**config.mk**
```make
export PLATFORM = sky130hd
export DESIGN_NAME = button_click_classifier_flat
export DESIGN_NICKNAME = d
export VERILOG_FILES = /design/src/sv/bcc_pkg.sv /design/src/sv/bcc_ifs.sv /design/src/sv/bcc_cfg_regs.sv /design/src/sv/bcc_fsm.sv /design/src/sv/button_click_classifier.sv /design/src/flat_wrapper.sv
export SDC_FILE = /design/constraint.sdc
export NUM_CORES = 1
export LEC_CHECK = 0
export BUFFER_PORTS_ARGS = -buffer_cell sky130_fd_sc_hd__clkbuf_2
export CORE_MARGIN = 4
export CORE_UTILIZATION = 30
export CTS_CLUSTER_DIAMETER = 80
export DETAILED_ROUTE_END_ITERATION = 10
export GPL_TIMING_DRIVEN = 0
export HOLD_SLACK_MARGIN = 0.03
export PLACE_DENSITY_LB_ADDON = 0.3
export SLEW_MARGIN = 15
export SYNTH_ARGS = -nofsm -noshare
export SYNTH_HDL_FRONTEND = slang
export SYNTH_SLANG_ARGS = --single-unit
export TNS_END_PERCENT = 50
```
**constraint.sdc**
```tcl
create_clock -name clk_i -period 7.2 [get_ports clk_i]
set_clock_uncertainty 0.05 [all_clocks]
set_input_delay 0.72 -clock clk_i [delete_from_list [all_inputs] [get_ports clk_i]]
set_output_delay 0.72 -clock clk_i [all_outputs]
set_load 0.02 [all_outputs]
```
**src/sv/bcc_pkg.sv**
```systemverilog
// Shared types, constants and helper functions for the button click classifier.
// Used by the channel interfaces and by every module of the block.
`default_nettype none

package bcc_pkg;

  localparam int unsigned CntWidth    = 16;
  localparam int unsigned CfgWidth    = 16;
  localparam int unsigned CmpWidth    = (CntWidth > CfgWidth) ? CntWidth : CfgWidth;
  localparam int unsigned CfgIdxWidth = 3;
  localparam int unsigned EventWidth  = 2;

  typedef logic [CntWidth-1:0]    cnt_t;
  typedef logic [CfgWidth-1:0]    cfg_val_t;
  typedef logic [CfgIdxWidth-1:0] cfg_idx_t;
  typedef logic [EventWidth-1:0]  event_t;

  localparam event_t EvNone   = 2'd0;
  localparam event_t EvShort  = 2'd1;
  localparam event_t EvDouble = 2'd2;
  localparam event_t EvLong   = 2'd3;

  typedef struct packed {
    cfg_val_t press_threshold;
    cfg_val_t long_press_threshold;
    cfg_val_t release_threshold;
    cfg_val_t done_threshold;
    cfg_val_t unstable_timeout;
    cfg_val_t sticky_timeout;
  } cfg_t;

  typedef struct packed {
    event_t event_res;
    logic   active;
  } res_t;

  function automatic cnt_t sat_inc(cnt_t v);
    return (v == '1) ? v : cnt_t'(v + cnt_t'(1));
  endfunction

  function automatic logic exceeds(cnt_t v, cfg_val_t thr);
    return CmpWidth'(v) > CmpWidth'(thr);
  endfunction

endpackage

`default_nettype wire

```
**src/sv/bcc_ifs.sv**
```systemverilog
// Valid/ready channel interfaces for the button click classifier: sample input,
// result output and configuration writes. Depends on bcc_pkg.
`default_nettype none

interface bcc_in_if;
  import bcc_pkg::*;
  logic valid;
  logic ready;
  logic pressed;
  modport source (output valid, output pressed, input ready);
  modport sink (input valid, input pressed, output ready);
endinterface

interface bcc_out_if;
  import bcc_pkg::*;
  logic   valid;
  logic   ready;
  event_t event_res;
  logic   active;
  modport source (output valid, output event_res, output active, input ready);
  modport sink (input valid, input event_res, input active, output ready);
endinterface

interface bcc_cfg_if;
  import bcc_pkg::*;
  logic     valid;
  logic     ready;
  cfg_idx_t index;
  cfg_val_t data;
  modport source (output valid, output index, output data, input ready);
  modport sink (input valid, input index, input data, output ready);
endinterface

`default_nettype wire

```
**src/sv/bcc_cfg_regs.sv**
```systemverilog
// Configuration register file of the button click classifier.
// Depends on bcc_pkg and the bcc_cfg_if interface.
`default_nettype none

module bcc_cfg_regs (
  input  wire            clk_i,
  input  wire            rst_ni,
  bcc_cfg_if.sink        cfg_i,
  output bcc_pkg::cfg_t  cfg_o
);
  import bcc_pkg::*;

  localparam cfg_idx_t RegPress    = 3'd0;
  localparam cfg_idx_t RegLong     = 3'd1;
  localparam cfg_idx_t RegRelease  = 3'd2;
  localparam cfg_idx_t RegDone     = 3'd3;
  localparam cfg_idx_t RegUnstable = 3'd4;
  localparam cfg_idx_t RegSticky   = 3'd5;

  cfg_t cfg_q;
  cfg_t cfg_d;

  assign cfg_i.ready = 1'b1;
  assign cfg_o       = cfg_q;

  always_comb begin
    cfg_d = cfg_q;
    if (cfg_i.valid) begin
      case (cfg_i.index)
        RegPress:    cfg_d.press_threshold      = cfg_i.data;
        RegLong:     cfg_d.long_press_threshold = cfg_i.data;
        RegRelease:  cfg_d.release_threshold    = cfg_i.data;
        RegDone:     cfg_d.done_threshold       = cfg_i.data;
        RegUnstable: cfg_d.unstable_timeout     = cfg_i.data;
        RegSticky:   cfg_d.sticky_timeout       = cfg_i.data;
        default: begin
        end
      endcase
    end
  end

  always_ff @(posedge clk_i or negedge rst_ni) begin
    if (!rst_ni) begin
      cfg_q.press_threshold      <= cfg_val_t'(3);
      cfg_q.long_press_threshold <= cfg_val_t'(1000);
      cfg_q.release_threshold    <= cfg_val_t'(3);
      cfg_q.done_threshold       <= cfg_val_t'(50);
      cfg_q.unstable_timeout     <= cfg_val_t'(100);
      cfg_q.sticky_timeout       <= cfg_val_t'(5000);
    end else begin
      cfg_q <= cfg_d;
    end
  end

endmodule

`default_nettype wire

```
**src/sv/bcc_fsm.sv**
```systemverilog
// Debounce and click classification state machine with its run and elapsed counters.
// Computes one result per step from the registered sample. Depends on bcc_pkg.
`default_nettype none

module bcc_fsm (
  input  wire            clk_i,
  input  wire            rst_ni,
  input  wire            step_i,
  input  wire            pressed_i,
  input  bcc_pkg::cfg_t  cfg_i,
  output bcc_pkg::res_t  res_o
);
  import bcc_pkg::*;

  localparam logic [2:0] ModeIdle     = 3'd0;
  localparam logic [2:0] ModeDebounce = 3'd1;
  localparam logic [2:0] ModePressed  = 3'd2;
  localparam logic [2:0] ModeReleased = 3'd3;
  localparam logic [2:0] ModeLongRel  = 3'd4;

  logic [2:0] mode_q, mode_d, mode_eff;
  cnt_t       pressed_run_q, pressed_run_d, pr0;
  cnt_t       released_run_q, released_run_d, rr0;
  cnt_t       elapsed_q, elapsed_d;
  cnt_t       pr_cnt, rr_cnt;
  event_t     ev;
  logic       start;

  always_comb begin
    start    = (mode_q == ModeIdle) && pressed_i;
    mode_eff = start ? ModeDebounce : mode_q;
    pr0      = start ? '0 : pressed_run_q;
    rr0      = start ? '0 : released_run_q;
    if (mode_q == ModeIdle) begin
      elapsed_d = start ? '0 : elapsed_q;
    end else begin
      elapsed_d = sat_inc(elapsed_q);
    end
    pr_cnt = pressed_i ? sat_inc(pr0) : pr0;
    rr_cnt = pressed_i ? rr0 : sat_inc(rr0);

    ev             = EvNone;
    mode_d         = mode_eff;
    pressed_run_d  = pr0;
    released_run_d = rr0;

    case (mode_eff)
      ModeIdle: begin
      end
      ModeDebounce: begin
        pressed_run_d  = pressed_i ? pr_cnt : '0;
        released_run_d = pressed_i ? '0 : rr_cnt;
        if (exceeds(pressed_run_d, cfg_i.press_threshold)) begin
          mode_d = ModePressed;
        end else if (exceeds(elapsed_d, cfg_i.unstable_timeout)) begin
          mode_d = ModeIdle;
        end
      end
      ModePressed: begin
        pressed_run_d  = pr_cnt;
        released_run_d = rr_cnt;
        if (exceeds(pr_cnt, cfg_i.long_press_threshold)) begin
          ev     = EvLong;
          mode_d = ModeLongRel;
        end else if (exceeds(rr_cnt, cfg_i.release_threshold)) begin
          pressed_run_d  = '0;
          released_run_d = '0;
          mode_d         = ModeReleased;
        end
      end
      ModeReleased: begin
        pressed_run_d  = pr_cnt;
        released_run_d = rr_cnt;
        if (exceeds(rr_cnt, cfg_i.done_threshold)) begin
          ev     = (pr_cnt == '0) ? EvShort : EvDouble;
          mode_d = ModeIdle;
        end
      end
      ModeLongRel: begin
        pressed_run_d  = pr_cnt;
        released_run_d = rr_cnt;
        if (exceeds(rr_cnt, cfg_i.release_threshold) ||
            exceeds(elapsed_d, cfg_i.sticky_timeout)) begin
          mode_d = ModeIdle;
        end
      end
      default: begin
        mode_d = ModeIdle;
      end
    endcase

    res_o.event_res = ev;
    res_o.active    = (mode_d != ModeIdle);
  end

  always_ff @(posedge clk_i or negedge rst_ni) begin
    if (!rst_ni) begin
      mode_q         <= ModeIdle;
      pressed_run_q  <= '0;
      released_run_q <= '0;
      elapsed_q      <= '0;
    end else if (step_i) begin
      mode_q         <= mode_d;
      pressed_run_q  <= pressed_run_d;
      released_run_q <= released_run_d;
      elapsed_q      <= elapsed_d;
    end
  end

endmodule

`default_nettype wire

```
**src/sv/button_click_classifier.sv**
```systemverilog
// Button click classifier top level: input register, classifier step and result register.
// An input transfer is held in the input register, then the step loads the result register;
// one sample per cycle is taken unless a full result register is stalled by out_o.ready.
// Reset returns the classifier to idle with cleared counters and loads the default
// thresholds; both channel stages come out of reset empty.
`default_nettype none

module button_click_classifier (
  input  wire      clk_i,
  input  wire      rst_ni,
  bcc_in_if.sink   in_i,
  bcc_out_if.source out_o,
  bcc_cfg_if.sink  cfg_i
);
  import bcc_pkg::*;

  logic in_valid_q;
  logic in_pressed_q;
  logic out_valid_q;
  res_t out_res_q;
  res_t step_res;
  cfg_t cfg;
  logic advance;

  assign advance    = in_valid_q && (!out_valid_q || out_o.ready);
  assign in_i.ready = !in_valid_q || advance;

  assign out_o.valid     = out_valid_q;
  assign out_o.event_res = out_res_q.event_res;
  assign out_o.active    = out_res_q.active;

  bcc_cfg_regs u_cfg (
    .clk_i  (clk_i),
    .rst_ni (rst_ni),
    .cfg_i  (cfg_i),
    .cfg_o  (cfg)
  );

  bcc_fsm u_fsm (
    .clk_i     (clk_i),
    .rst_ni    (rst_ni),
    .step_i    (advance),
    .pressed_i (in_pressed_q),
    .cfg_i     (cfg),
    .res_o     (step_res)
  );

  always_ff @(posedge clk_i or negedge rst_ni) begin
    if (!rst_ni) begin
      in_valid_q  <= 1'b0;
      out_valid_q <= 1'b0;
    end else begin
      if (in_i.ready) begin
        in_valid_q <= in_i.valid;
      end
      if (advance) begin
        out_valid_q <= 1'b1;
      end else if (out_o.ready) begin
        out_valid_q <= 1'b0;
      end
    end
  end

  always_ff @(posedge clk_i) begin
    if (in_i.valid && in_i.ready) begin
      in_pressed_q <= in_i.pressed;
    end
    if (advance) begin
      out_res_q <= step_res;
    end
  end

  // A short press or double click always ends monitoring.
  assert property (@(posedge clk_i) disable iff (!rst_ni)
    out_valid_q && (out_res_q.event_res == EvShort || out_res_q.event_res == EvDouble)
    |-> !out_res_q.active)
    else $error("click event reported while monitoring stays active");

  // A long press always leaves monitoring active for the release phase.
  assert property (@(posedge clk_i) disable iff (!rst_ni)
    out_valid_q && out_res_q.event_res == EvLong |-> out_res_q.active)
    else $error("long press reported without active monitoring");

  // A full input stage behind a stalled result must hold off new transfers.
  assert property (@(posedge clk_i) disable iff (!rst_ni)
    in_valid_q && out_valid_q && !out_o.ready |-> !in_i.ready && !advance)
    else $error("input taken while both stages are full and stalled");

  // Every step loads the result register.
  assert property (@(posedge clk_i) disable iff (!rst_ni)
    advance |=> out_valid_q)
    else $error("classifier step produced no result");

endmodule

`default_nettype wire
```
**src/flat_wrapper.sv**
```systemverilog
// flat-port wrapper written by rule: the top's interface ports become plain ports
module button_click_classifier_flat import bcc_pkg::*;
  (clk_i, rst_ni, in_i_valid, in_i_pressed, in_i_ready, out_o_valid, out_o_event_res, out_o_active, out_o_ready, cfg_i_valid, cfg_i_index, cfg_i_data, cfg_i_ready);
  bcc_in_if in_i_i ();
  bcc_out_if out_o_i ();
  bcc_cfg_if cfg_i_i ();
  input  wire clk_i;
  input  wire rst_ni;
  input wire logic [$bits(in_i_i.valid)-1:0] in_i_valid;
  input wire logic [$bits(in_i_i.pressed)-1:0] in_i_pressed;
  output wire logic [$bits(in_i_i.ready)-1:0] in_i_ready;
  output wire logic [$bits(out_o_i.valid)-1:0] out_o_valid;
  output wire logic [$bits(out_o_i.event_res)-1:0] out_o_event_res;
  output wire logic [$bits(out_o_i.active)-1:0] out_o_active;
  input wire logic [$bits(out_o_i.ready)-1:0] out_o_ready;
  input wire logic [$bits(cfg_i_i.valid)-1:0] cfg_i_valid;
  input wire logic [$bits(cfg_i_i.index)-1:0] cfg_i_index;
  input wire logic [$bits(cfg_i_i.data)-1:0] cfg_i_data;
  output wire logic [$bits(cfg_i_i.ready)-1:0] cfg_i_ready;
  assign in_i_i.valid = in_i_valid;
  assign in_i_i.pressed = in_i_pressed;
  assign in_i_ready = in_i_i.ready;
  assign out_o_valid = out_o_i.valid;
  assign out_o_event_res = out_o_i.event_res;
  assign out_o_active = out_o_i.active;
  assign out_o_i.ready = out_o_ready;
  assign cfg_i_i.valid = cfg_i_valid;
  assign cfg_i_i.index = cfg_i_index;
  assign cfg_i_i.data = cfg_i_data;
  assign cfg_i_ready = cfg_i_i.ready;
  button_click_classifier u_core (.clk_i(clk_i), .rst_ni(rst_ni), .in_i(in_i_i), .out_o(out_o_i), .cfg_i(cfg_i_i));
endmodule
```
=== Yosys cells after proc, flatten, opt, wreduce, memory -nomap -nowiden ===
Index checks and enable logic that the tools add are counted.

* Flip-flop bits (word level): 153
* Input port bits: 25
* Output and inout port bits: 6
* Word-level logic and storage cells: 88

* Add/subtract/negate cells: 3
* Order comparisons: 6
* Eq/ne operators: 12
* Mux-type cells: 31
* Reductions and logical operators: 21

{| class="wikitable"
|+ Operators by type and width
! kind !! count
|-
| $mux 16 || 15
|-
| $gt 16x16->1 || 6
|-
| $pmux 16 s3 || 2
|-
| $add 16x1->16 const B || 3
|-
| $eq 16x16->1 const B || 3
|-
| $mux 3 || 7
|-
| $logic_not 16->1 || 1
|-
| $pmux 3 s5 || 1
|-
| $eq 3x2->1 const B || 4
|-
| $reduce_and 2->1 || 6
|-
| $eq 3x3->1 const B || 3
|-
| $logic_not 3->1 || 3
|-
| $eq 3x1->1 const B || 2
|-
| $mux 2 || 3
|-
| $pmux 2 s2 || 1
|-
| $logic_and 1x1->1 || 3
|-
| $logic_or 1x1->1 || 3
|-
| $reduce_bool 3->1 || 1
|-
| $logic_not 1->1 || 2
|-
| $mux 1 || 2
|-
| $reduce_bool 2->1 || 1
|-
| $reduce_or 2->1 || 1
|}

=== Depth between registers and ports, before layout ===
Gate-level depths: netlist of the first run.

* Depth after elaboration: 11
* Depth in mapped cells: 24
* Gate-level depth less buffers: 19

=== Hierarchy ===
A second synthesis of the first run with hierarchy kept.

* Cells, all modules: 1018
* Area total of the unflattened synthesis: 10246.1 um^2

{| class="wikitable"
|+ By module, submodules not included
! module !! times used !! cells each !! area an instance (um^2) !! seq. area each (um^2)
|-
| bcc_fsm || 1 || 796 || 6306.0 || 1276.2
|-
| bcc_cfg_regs || 1 || 210 || 3716.1 || 2428.6
|-
| button_click_classifier || 1 || 12 || 224.0 || 170.2
|}

=== Worst setup path after synthesis of the first run ===
Ideal clock, no wire load.

* Path kind: flip-flop to flip-flop
* From: reg u_core.u_fsm.mode_q[2]
* To: reg u_core.u_fsm.pressed_run_q[10]
* Setup time: 0.122 ns
* Arrival: 5.527 ns
* Data required time: 7.028 ns
* Path slack: 1.501 ns
* Cell stages (with the launch flop): 25
* Path buffers: 5
* Clock period less this slack: 5.699 ns
* Cells stage by stage: dfrtp_1 > or4b_4 > clkbuf_1 > clkbuf_1 > clkbuf_1 > and2_1 > ha_1 > and3_1 > clkbuf_1 > a2111oi_2 > nand4_1 > nor2_1 > nand3_1 > xor2_1 > nor2_1 > ha_1 > nand4_1 > o31ai_1 > a41oi_1 > nor3b_1 > o21ai_0 > and2_1 > nand4_2 > buf_2 > a32o_1

* Word-level cells in the longest chain between the ends: 10
* Elaborated cells between the ends (all ways): 24
* Those cells by class: add/sub: 2; order compare: 2; eq/ne: 6; mux: 11; reduce/logical: 3

{| class="wikitable"
|+ Ends and longest elaborated chain
! item !! line !! RTL
|-
| start: declaration || bcc_fsm.sv:21 || <nowiki>logic [2:0] mode_q, mode_d, mode_eff;</nowiki>
|-
| start signal: assignment || bcc_fsm.sv:98 || <nowiki>mode_q <= ModeIdle;</nowiki>
|-
| start signal: assignment || bcc_fsm.sv:103 || <nowiki>mode_q <= mode_d;</nowiki>
|-
| $logic_not 3->1 || bcc_fsm.sv:30 || <nowiki>start = (mode_q == ModeIdle) && pressed_i;</nowiki>
|-
| $logic_and 1x1->1 || bcc_fsm.sv:30 ||
|-
| $mux 16 || bcc_fsm.sv:33 || <nowiki>rr0 = start ? '0 : released_run_q;</nowiki>
|-
| $add 16x1->16 / $eq 16x16->1 (equally long branches) || bcc_pkg.sv:38 || <nowiki>return (v == '1) ? v : cnt_t'(v + cnt_t'(1));</nowiki>
|-
| $mux 16 || bcc_pkg.sv:38 ||
|-
| $mux 16 || bcc_fsm.sv:40 || <nowiki>rr_cnt = pressed_i ? rr0 : sat_inc(rr0);</nowiki>
|-
| $gt 16x16->1 || bcc_pkg.sv:42 || <nowiki>return CmpWidth'(v) > CmpWidth'(thr);</nowiki>
|-
| $mux 16 || bcc_fsm.sv:65 || <nowiki>end else if (exceeds(rr_cnt, cfg_i.release_threshold)) begin</nowiki>
|-
| $mux 16 || bcc_fsm.sv:62 || <nowiki>if (exceeds(pr_cnt, cfg_i.long_press_threshold)) begin</nowiki>
|-
| $pmux 16 s3 (*) || bcc_fsm.sv:47 || <nowiki>case (mode_eff)</nowiki>
|-
| end signal: assignment || bcc_fsm.sv:104 || <nowiki>pressed_run_q <= pressed_run_d;</nowiki>
|-
| end: declaration || bcc_fsm.sv:22 || <nowiki>cnt_t pressed_run_q, pressed_run_d, pr0;</nowiki>
|}

Every way passes the cells marked *; elsewhere a longest branch is shown, timed or not.
A chain may end at the register's enable or synchronous reset.

=== Worst setup path after layout of the first run ===
* From: reg u_core.u_fsm.mode_q[2]
* To: reg u_core.u_fsm.released_run_q[7]

* Word-level cells in the longest chain between the ends: 10
* Elaborated cells between the ends (all ways): 24
* Those cells by class: add/sub: 2; order compare: 2; eq/ne: 6; mux: 11; reduce/logical: 3

{| class="wikitable"
|+ Ends and longest elaborated chain
! item !! line !! RTL
|-
| $logic_not 3->1 || bcc_fsm.sv:30 ||
|-
| $logic_and 1x1->1 || bcc_fsm.sv:30 ||
|-
| $mux 16 || bcc_fsm.sv:33 ||
|-
| $add 16x1->16 / $eq 16x16->1 (equally long branches) || bcc_pkg.sv:38 ||
|-
| $mux 16 || bcc_pkg.sv:38 ||
|-
| $mux 16 || bcc_fsm.sv:40 ||
|-
| $gt 16x16->1 || bcc_pkg.sv:42 ||
|-
| $mux 16 || bcc_fsm.sv:65 ||
|-
| $mux 16 || bcc_fsm.sv:62 ||
|-
| $pmux 16 s3 (*) || bcc_fsm.sv:47 ||
|-
| end signal: assignment || bcc_fsm.sv:105 || <nowiki>released_run_q <= released_run_d;</nowiki>
|-
| end: declaration || bcc_fsm.sv:23 || <nowiki>cnt_t released_run_q, released_run_d, rr0;</nowiki>
|}

Marked as above.

==> results of run 1 <==
==> final cells by class <==
type	instances	area share
Multi-Input combinational cell	792	0.485
Tap cell	442	0.0490
Buffer	48	0.0177
Clock inverter	11	0.0151
Inverter	104	0.0346
Clock buffer	21	0.0399
Sequential cell	153	0.343
Timing Repair Buffer	30	0.0161
==> cell usage in the layout (no fill, tap or decap), types with 28 or more instances in the layout <==
cell      count
nand2_1     125
mux2_2       40
ha_1         96
nor2_1       55
dfrtp_1     128
o21ai_0     103
clkbuf_2     28
nand3_1      37
clkbuf_1     43
inv_1       103
a21oi_1      38
nand4_1      33
==> routing by layer <==
layer	track usage	routed length [um]	up-vias	share of wire
met4	0.0629	889	0	0.030
li1	-	-	4057	-
met5	0	0	-	0
met2	0.261	13500	198	0.46
met1	0.233	13700	4141	0.47
met3	0.0275	1150	56	0.039
==> cell families after synthesis <==
| kind of cell | after synthesis |
|---|---|
| compound gates | 279 |
| xor+xnor | 16 |
| fa+ha+maj | 96 |
| buf+inv | 153 |
| flops | 153 |
| mux | 45 |
| other cells | 1 |
| simple gates | 355 |
==> sequential cells by signal (all words and copies together), names as in the netlist <==
name                         count
u_core.u_cfg.cfg_o              96
u_core.u_fsm.elapsed_q          16
u_core.u_fsm.pressed_run_q      16
u_core.u_fsm.released_run_q     16
u_core.u_fsm.mode_q              3
u_core.out_o.event_res           2
u_core.in_pressed_q              1
u_core.in_valid_q                1
u_core.out_o.active              1
u_core.out_o.valid               1
==> power groups by stage <==
stage,Combinational [mW],Sequential [mW],Clock [mW]
floorplan,0.730,1.12,0
global placement,1.02,1.15,0
detailed placement,1.04,1.15,0
CTS,1.05,1.13,0.992
global route,1.19,1.15,1.03
finish,1.04,1.14,0.966
==> worst max-delay path by stage <==
stage / from / endpoint / slack, ns / cells after the start
4_1_cts: u_core.u_fsm.mode_q[2] / u_core.u_fsm.released_run_q[7] / 0.04 / 24
2_1_floorplan: u_core.u_fsm.mode_q[2] / u_core.u_fsm.pressed_run_q[10] / 1.50 / 24
3_3_place_gp: u_core.u_fsm.mode_q[2] / u_core.u_fsm.pressed_run_q[10] / -0.16 / 24
5_1_grt: u_core.u_fsm.mode_q[2] / u_core.u_fsm.released_run_q[7] / 0.02 / 23
6_report: u_core.u_fsm.mode_q[2] / u_core.u_fsm.released_run_q[7] / 0.53 / 23
3_5_place_dp: u_core.u_fsm.mode_q[2] / u_core.u_fsm.released_run_q[6] / -0.15 / 24
==> critical path, stage by stage, from the launching register on <==
cell and delay [ns]:
dfrtp_1 0.48, or4b_4 0.61, clkbuf_1 0.33, clkbuf_4 0.38
and2_1 0.22, ha_1 0.19, and3_1 0.15, clkbuf_1 0.19
a2111oi_4 0.48, nand4_1 0.33, nor2_2 0.26, nand3_1 0.16
xor2_1 0.18, nor2_1 0.18, ha_1 0.30, a21oi_1 0.16
o31ai_1 0.09, a41oi_1 0.24, nor3b_1 0.34, o21ai_1 0.22
a31o_2 0.29, nor3_1 0.32, buf_2 0.33, a22o_1 0.17
==> what timing repair did <==
item / CTS / global route
gates resized for setup: 2 / 5
setup endpoints to repair: 20 / 36
hold buffers: 0 / 0
==> impl.org, run 1 <==
** Status
- Status :: completed

** Global route
- In the global route stage, overall resource usage came out at 0.167.
- Number of antenna violations at the first check in global routing :: 0
- For this run the aggregate overflow at the end of global routing stands at 0.
- The via count of the first global-routing pass came to 8292.
- Maximum number of pins on one net before global-route repair :: 83
- Global-route wire length before repair :: 47.1 mm

** Final layout
- The net count of the finished layout is 1267.
- Utilization after layout :: 0.346
- Footprint of the multi-input gates :: 5470 um2
- Of the cells placed in the final design, the portion with a size suffix greater than 1 is 0.125.
- Number of diodes added for antenna fixing :: 0
- Area grow syn2layout :: 13.8%
- With fillers left out, the area of the finished cells amounts to 11300 um2.
- Filler Cell Count :: 3358
- The sequential cells in the finished layout cover a total of 3870 um2.
- Non-filler instance count after layout :: 1601

** Place
- Global placer's final weighted congestion :: 0.868
- IO Port Bufs :: 29
- At the placement stage, the worst setup path has a slack of -0.153 ns.
- The placed instances occupy a cell area of 10700 um2.
- DPL Wire Length :: 21.5 mm
- Once placement completed, the tool counted placed cells totaling 1570.

** Floorplan
- Vert. Die Dim :: 190 um
- Measured along the x axis, the die boundary spans 190 um.
- The initialized floorplan defines 66 standard-cell rows.
- After floorplanning, the core was sized to cover 32600 um2.
- The initial utilization of the core area, before any placement, comes to 0.304.
- Top-Level Pins :: 31
- The floorplan step defined a die boundary enclosing 36100 um2.

** Yosys
- Of the total synthesized cell area, the portion taken by XOR and XNOR cells is 0.0141.
- Area leader, netlist :: dfrtp_1
- List of most frequent post-synthesis cells :: dfrtp_1, nand2_1, o21ai_0
- By area, the combinational part of the netlist is dominated by compound AO/OA/AOI/OAI gates.
- Adder-cell share of the synthesized area :: 0.121
- The post-synthesis compound-gate area fraction was 0.184.
- Yosys mapped a number of flops with a built-in enable equal to 4.
- The share of the Yosys chip area taken by registers is 0.390.
- After synthesis the cells add up to 9920 um2.
- Most used flip-flop cell after synthesis :: dfrtp_1
- Of the total synthesized cell area, the portion taken by AND, OR, NAND and NOR gates is 0.180.
- Counting distinct cell types in the post-synthesis netlist gives 78.
- The portion of synthesized area spent on multiplexers is 0.0504.
- The number of nets in the synthesized netlist is 1219.
- The share of synthesized area in the top cell type comes to 0.323.
- Warnings, synthesis :: 0
- Flip-flop and latch count after synthesis :: 153
- Number of instances in the synthesized netlist :: 1098
- A synthesized cell averages 9.04 um2.
- Async set or reset register ratio after synthesis :: 0.974
- By area the synthesized netlist is led by dfrtp_1, ha_1, dfstp_2.
- The most common cell in the synthesized netlist is dfrtp_1.

** Route
- Average wire per standard cell :: 18.3 um
- DRT antenna net count :: 0
- DRC violation count after routing :: 0
- Overall routed net length :: 29.3 mm
- Routed vias/inst :: 5.28
- For this run, the detailed router's first-pass iteration total came to 5.
- Detailed-route via count :: 8452
- The detailed router finished its first iteration with 764 violations.

** Power and ir drop
- After layout, the design draws a total of 3.14 mW.
- Of the total power, combinational logic draws 0.331.
- Of the total power, registers draw 0.361.
- Net Switching :: 1.13 mW
- Of the total power, the share spent switching nets is 0.359.
- The share of total power dissipated in the clock network is 0.307.
- Ratio of total power to cell area :: 278 nW/um2
- Peak ir drop on the vdd network :: 163 uV
- Cell internal power was estimated by the tool at 2.02 mW.
- The analysis attributes to cell leakage a power of 5.15 nW.

** Setup path
- Worst Path Required :: 7.53 ns
- Crit path capture type :: flop
- Crit-path max FO :: 19
- STA classifies the critical path startpoint as a flop.
- The worst setup path is of the reg -> reg kind.
- Capture point of the worst reg-to-reg path :: u_core.u_fsm.released_run_q[7]
- The setup check on the worst reg-to-reg path leaves a slack of 0.53 ns.
- In this run the critical register-to-register path is launched from u_core.u_fsm.mode_q[2].
- Cell count of the worst reg-to-reg path :: 23
- For the worst setup path, the data arrival time is 7.01 ns.

** Run
- Max-cap violations in this run came to 0.

** Timing
- Measured against its own limit, the worst slew margin works out to 0.316.
- Timing would allow up to 0.150 GHz.
- Worst hold slack :: 0.273 ns
- The number of pins exceeding their max-slew limit in the final report came to 0.
- For the finished layout, the period the worst path requires is 6.67 ns.
- Total negative slack :: 0 ns
- The number of hold violations in the final report is 0.
- In the finished design, the share of the clock period the worst path needs comes to 0.927.
- At the pin with the least slew margin, the transition time is 1.02 ns.
- Setup violations remaining at the end of the flow were counted as 0.
- RSZ-0062 raised after global routing :: false
- Worst Setup Slack, final :: 0.527 ns

** Clock network
- After clock tree synthesis, the clock-pin slew on the worst setup and hold paths is 0.07 ns.
- Number of clock sinks :: 153
- Later-pin clock latency in the skew report :: 0.44 ns
- Clock tree synthesis inserted a total of 17 buffers.
- CTS Root Cell :: clkbuf_16
- Buffer depth of the longest clock path :: 2
- Post-CTS setup buffers :: 0
- Clock tree from TritonCTS :: done
- The clock tree synthesis step divided the H-tree into 4 levels.

** Min path
- Min-Delay Path Class :: in -> async
No activity file was read; power rests on OpenSTA's default activity.
==> run 2: changes to the inputs <==
--- a/config.mk
+++ b/config.mk
@@ -8,6 +8,7 @@
 export BUFFER_PORTS_ARGS = -buffer_cell sky130_fd_sc_hd__clkbuf_2
 export CORE_MARGIN = 4
 export CORE_UTILIZATION = 30
+export CTS_BUF_LIST = sky130_fd_sc_hd__clkbuf_16
 export CTS_CLUSTER_DIAMETER = 80
 export DETAILED_ROUTE_END_ITERATION = 10
 export GPL_TIMING_DRIVEN = 0
==> impl.org, run 2 (synthesis gave the netlist of run 1 again) <==
** Clock network
- Clock-pin slew of the registers on the worst-case setup and hold paths :: 0.07 ns
- The tree is rooted in a clkbuf_16.
- Buffer depth of the longest clock path :: 2
- Number of buffers inserted for hold repair after clock tree synthesis :: 0
- In this run the number of H-tree levels came out at 4.
- TritonCTS built the clock tree.
- Later-pin clock latency in the skew report :: 0.45 ns
- Buffers inserted during clock tree synthesis total 17.
- Number of clock sinks :: 153

** Route
- In this run the remaining antenna-violating nets after routing total 0.
- Detailed-routing iteration count for the pre-antenna-repair pass :: 5
- DRC violation total after the first TritonRoute iteration :: 759
- After detailed routing, the average wire length per cell comes to 18.3 um.
- The routed layout has 8416 vias.
- For this run, design rule violations remaining after detail routing come to 0.
- Dividing the detail-routed via count by the number of cells gives 5.26.
- The final layout contains routed wiring with a total length of 29.3 mm.

** Power and ir drop
- The worst-case IR drop observed on VDD is 164 uV.
- Sequential share of power :: 0.362
- For this design the total switching power over the nets is 1.13 mW.
- Of the total power, the share spent switching nets is 0.362.
- For this design the ratio of total power to cell area is 278 nW/um2.
- Clock network fraction of total power :: 0.304
- In this run the static leakage power is 5.16 nW.
- Total power for the finished layout comes to 3.13 mW.
- Of the total power, combinational logic draws 0.333.
- The internal portion of the total power is 2.00 mW.

** Setup path
- Worst Path Required :: 7.53 ns
- Counting cells, the worst reg-to-reg path comes to 23.
- Traced cell by cell, the critical path runs through or4b_4 > clkbuf_1 > clkbuf_4 > and2_1 > ha_1 > and3_1 > clkbuf_1 > a2111oi_4 > nand4_1 > nor2_2 > nand3_1 > xor2_1 > nor2_1 > ha_1 > a21oi_1 > o31ai_1 > a41oi_1 > nor3b_1 > o21ai_1 > a31o_2 > nor3_1 > buf_2 > a22o_1.
- The critical path is of the reg -> reg type.
- Number of cells on the critical path :: 23
- Crit path capture type :: flop
- Counting both buffers and inverters, the worst setup path holds a total of 4.
- Data arrival time of the worst path :: 7.05 ns
- On the worst path, the slowest cell contributes a delay of 0.61 ns.
- Beginning of the worst register-to-register path :: u_core.u_fsm.mode_q[2]
- The worst register-to-register path ends at u_core.u_fsm.released_run_q[2].
- The worst setup path is launched from a flop.
- R2R setup slack :: 0.48 ns
- The kind of cell with the highest combined delay along the critical path is simple AND/OR/NAND/NOR gates.
- Crit-path max FO :: 19
- CP max stage cell :: or4b_4

** Global route
- Combined global-route utilization of all metal layers :: 0.167
- Global-route wire length before repair :: 47.1 mm
- The via count of the first global-routing pass is 8289.
- Entering global routing, the biggest net connects 83 pins.
- Grt ovf :: 0
- The initial antenna violation count came to 0.

** Timing
- Worst hold slack :: 0.270 ns
- The number of pins exceeding their max-slew limit in the final report was 0.
- Headroom to the max-slew limit came out at 0.329.
- The worst path needs 6.72 ns of the cycle, external delays included.
- After routing, the total negative slack on setup checks comes to 0 ns.
- Based on the critical path, the design can be clocked at up to 0.149 GHz.
- Of the available clock period, the critical path in the final layout requires 0.934.
- For the pin with the worst max-slew slack, the measured transition is 0.998 ns.
- RSZ-0062 raised after global routing :: false
- The number of hold violations in the final report came to 0.
- Setup violations remaining at the end of the flow were counted as 0.

** Final layout
- Design area :: 11300 um2
- Most frequent standard cell in the layout excluding fill and tap cells :: dfrtp_1
- Proportion of layout cells with a drive suffix above 1 :: 0.124
- Number of flip-flops under the largest register name :: 96
- The area growth from synthesis to layout is 13.7%.
- Filler Cell Count :: 3361
- At the end of the flow the core is filled with cells to 0.346.
- Commonest non-fill, non-tap cells in the layout :: dfrtp_1, nand2_1, inv_1
- After the last flow step, the layout net total stands at 1267.
- The repair_antennas step left the layout with diodes totalling 0.

** Run
- Max-Cap Viols :: 0

** Floorplan
- Measured along the y axis, the die boundary spans 190 um.
- The die covers 36100 um2.
- For this configuration, the core starts out at a cell density of 0.304.
- Horizontal die dimension :: 190 um
- Floorplan row count :: 66
- Floorplan core area :: 32600 um2
- Top-Level Pins :: 31

** Place
- IO Port Bufs :: 29
- Once placement finished, the instance area stood at 10700 um2.
- At the end of routability-driven placement, the weighted congestion stood at 0.868.
- DPL Wire Length :: 21.5 mm

** Min path
- The path class of the tightest hold or removal check is in -> async.

** Status
- The flow ran to the end, and the final reports show no timing, DRC or antenna violations.
run 2: changes by cell type in the layout (fill, tap and decap cells not counted), sizes merged:
| cell | delta |
|---|---|
| clkinv | +1 |
| inv | +3 |
| clkbuf | -4 |
run 2: per-layer routing:
layer | global-route usage | vias to the layer above | wire length (um)
li1 | - | 4057 | -
met1 | 0.233 | 4122 | 13900
met2 | 0.261 | 181 | 13500
met3 | 0.0275 | 56 | 1070
met4 | 0.0629 | 0 | 882
met5 | 0 | - | 0
run 2: power by group through the flow:
stage          Sequential (mW)  Clock, mW  Combinational [mW]
2_1_floorplan             1.12          0               0.730
3_3_place_gp              1.15          0                1.02
3_5_place_dp              1.15          0                1.04
4_1_cts                   1.13      0.975                1.05
5_1_grt                   1.15       1.02                1.19
6_report                  1.14      0.954                1.05
run 2: area by class of cell:
cell class | count | area, um2 | share of cell area
flip-flops and latches | 153 | 3870 | 0.343
clock inverters | 15 | 185 | 0.0164
repair buffers | 30 | 181 | 0.0161
inverters | 104 | 390 | 0.0346
multi-input cells | 792 | 5470 | 0.485
clock buffers | 17 | 425 | 0.0377
plain buffers | 48 | 200 | 0.0177
well taps | 442 | 553 | 0.0490
run 2: what timing repair did:
action                     CTS  global route
buffers inserted             0             0
gates resized for setup      2             5
cloned                       0             0
setup endpoints to repair   20            36
pin swaps                    0             0
run 2: worst max-delay path by stage:
stage / from / slack (ns) / end
floorplan: u_core.u_fsm.mode_q[2] / 1.50 / u_core.u_fsm.pressed_run_q[10]
global placement: u_core.u_fsm.mode_q[2] / -0.16 / u_core.u_fsm.pressed_run_q[10]
detailed placement: u_core.u_fsm.mode_q[2] / -0.15 / u_core.u_fsm.released_run_q[6]
CTS: u_core.u_fsm.mode_q[2] / 0.04 / u_core.u_fsm.released_run_q[7]
global route: u_core.u_fsm.mode_q[2] / 0.02 / u_core.u_fsm.released_run_q[7]
finish: u_core.u_fsm.mode_q[2] / 0.48 / u_core.u_fsm.released_run_q[2]
run 2: metrics by stage:
step,cells,worst slack [ns]
6_report,1601,0.476
5_1_grt,1601,0.0241
4_1_cts,1602,0.0442
3_5_place_dp,1570,-0.153
3_3_place_gp,1569,-0.159
2_1_floorplan,1098,1.50
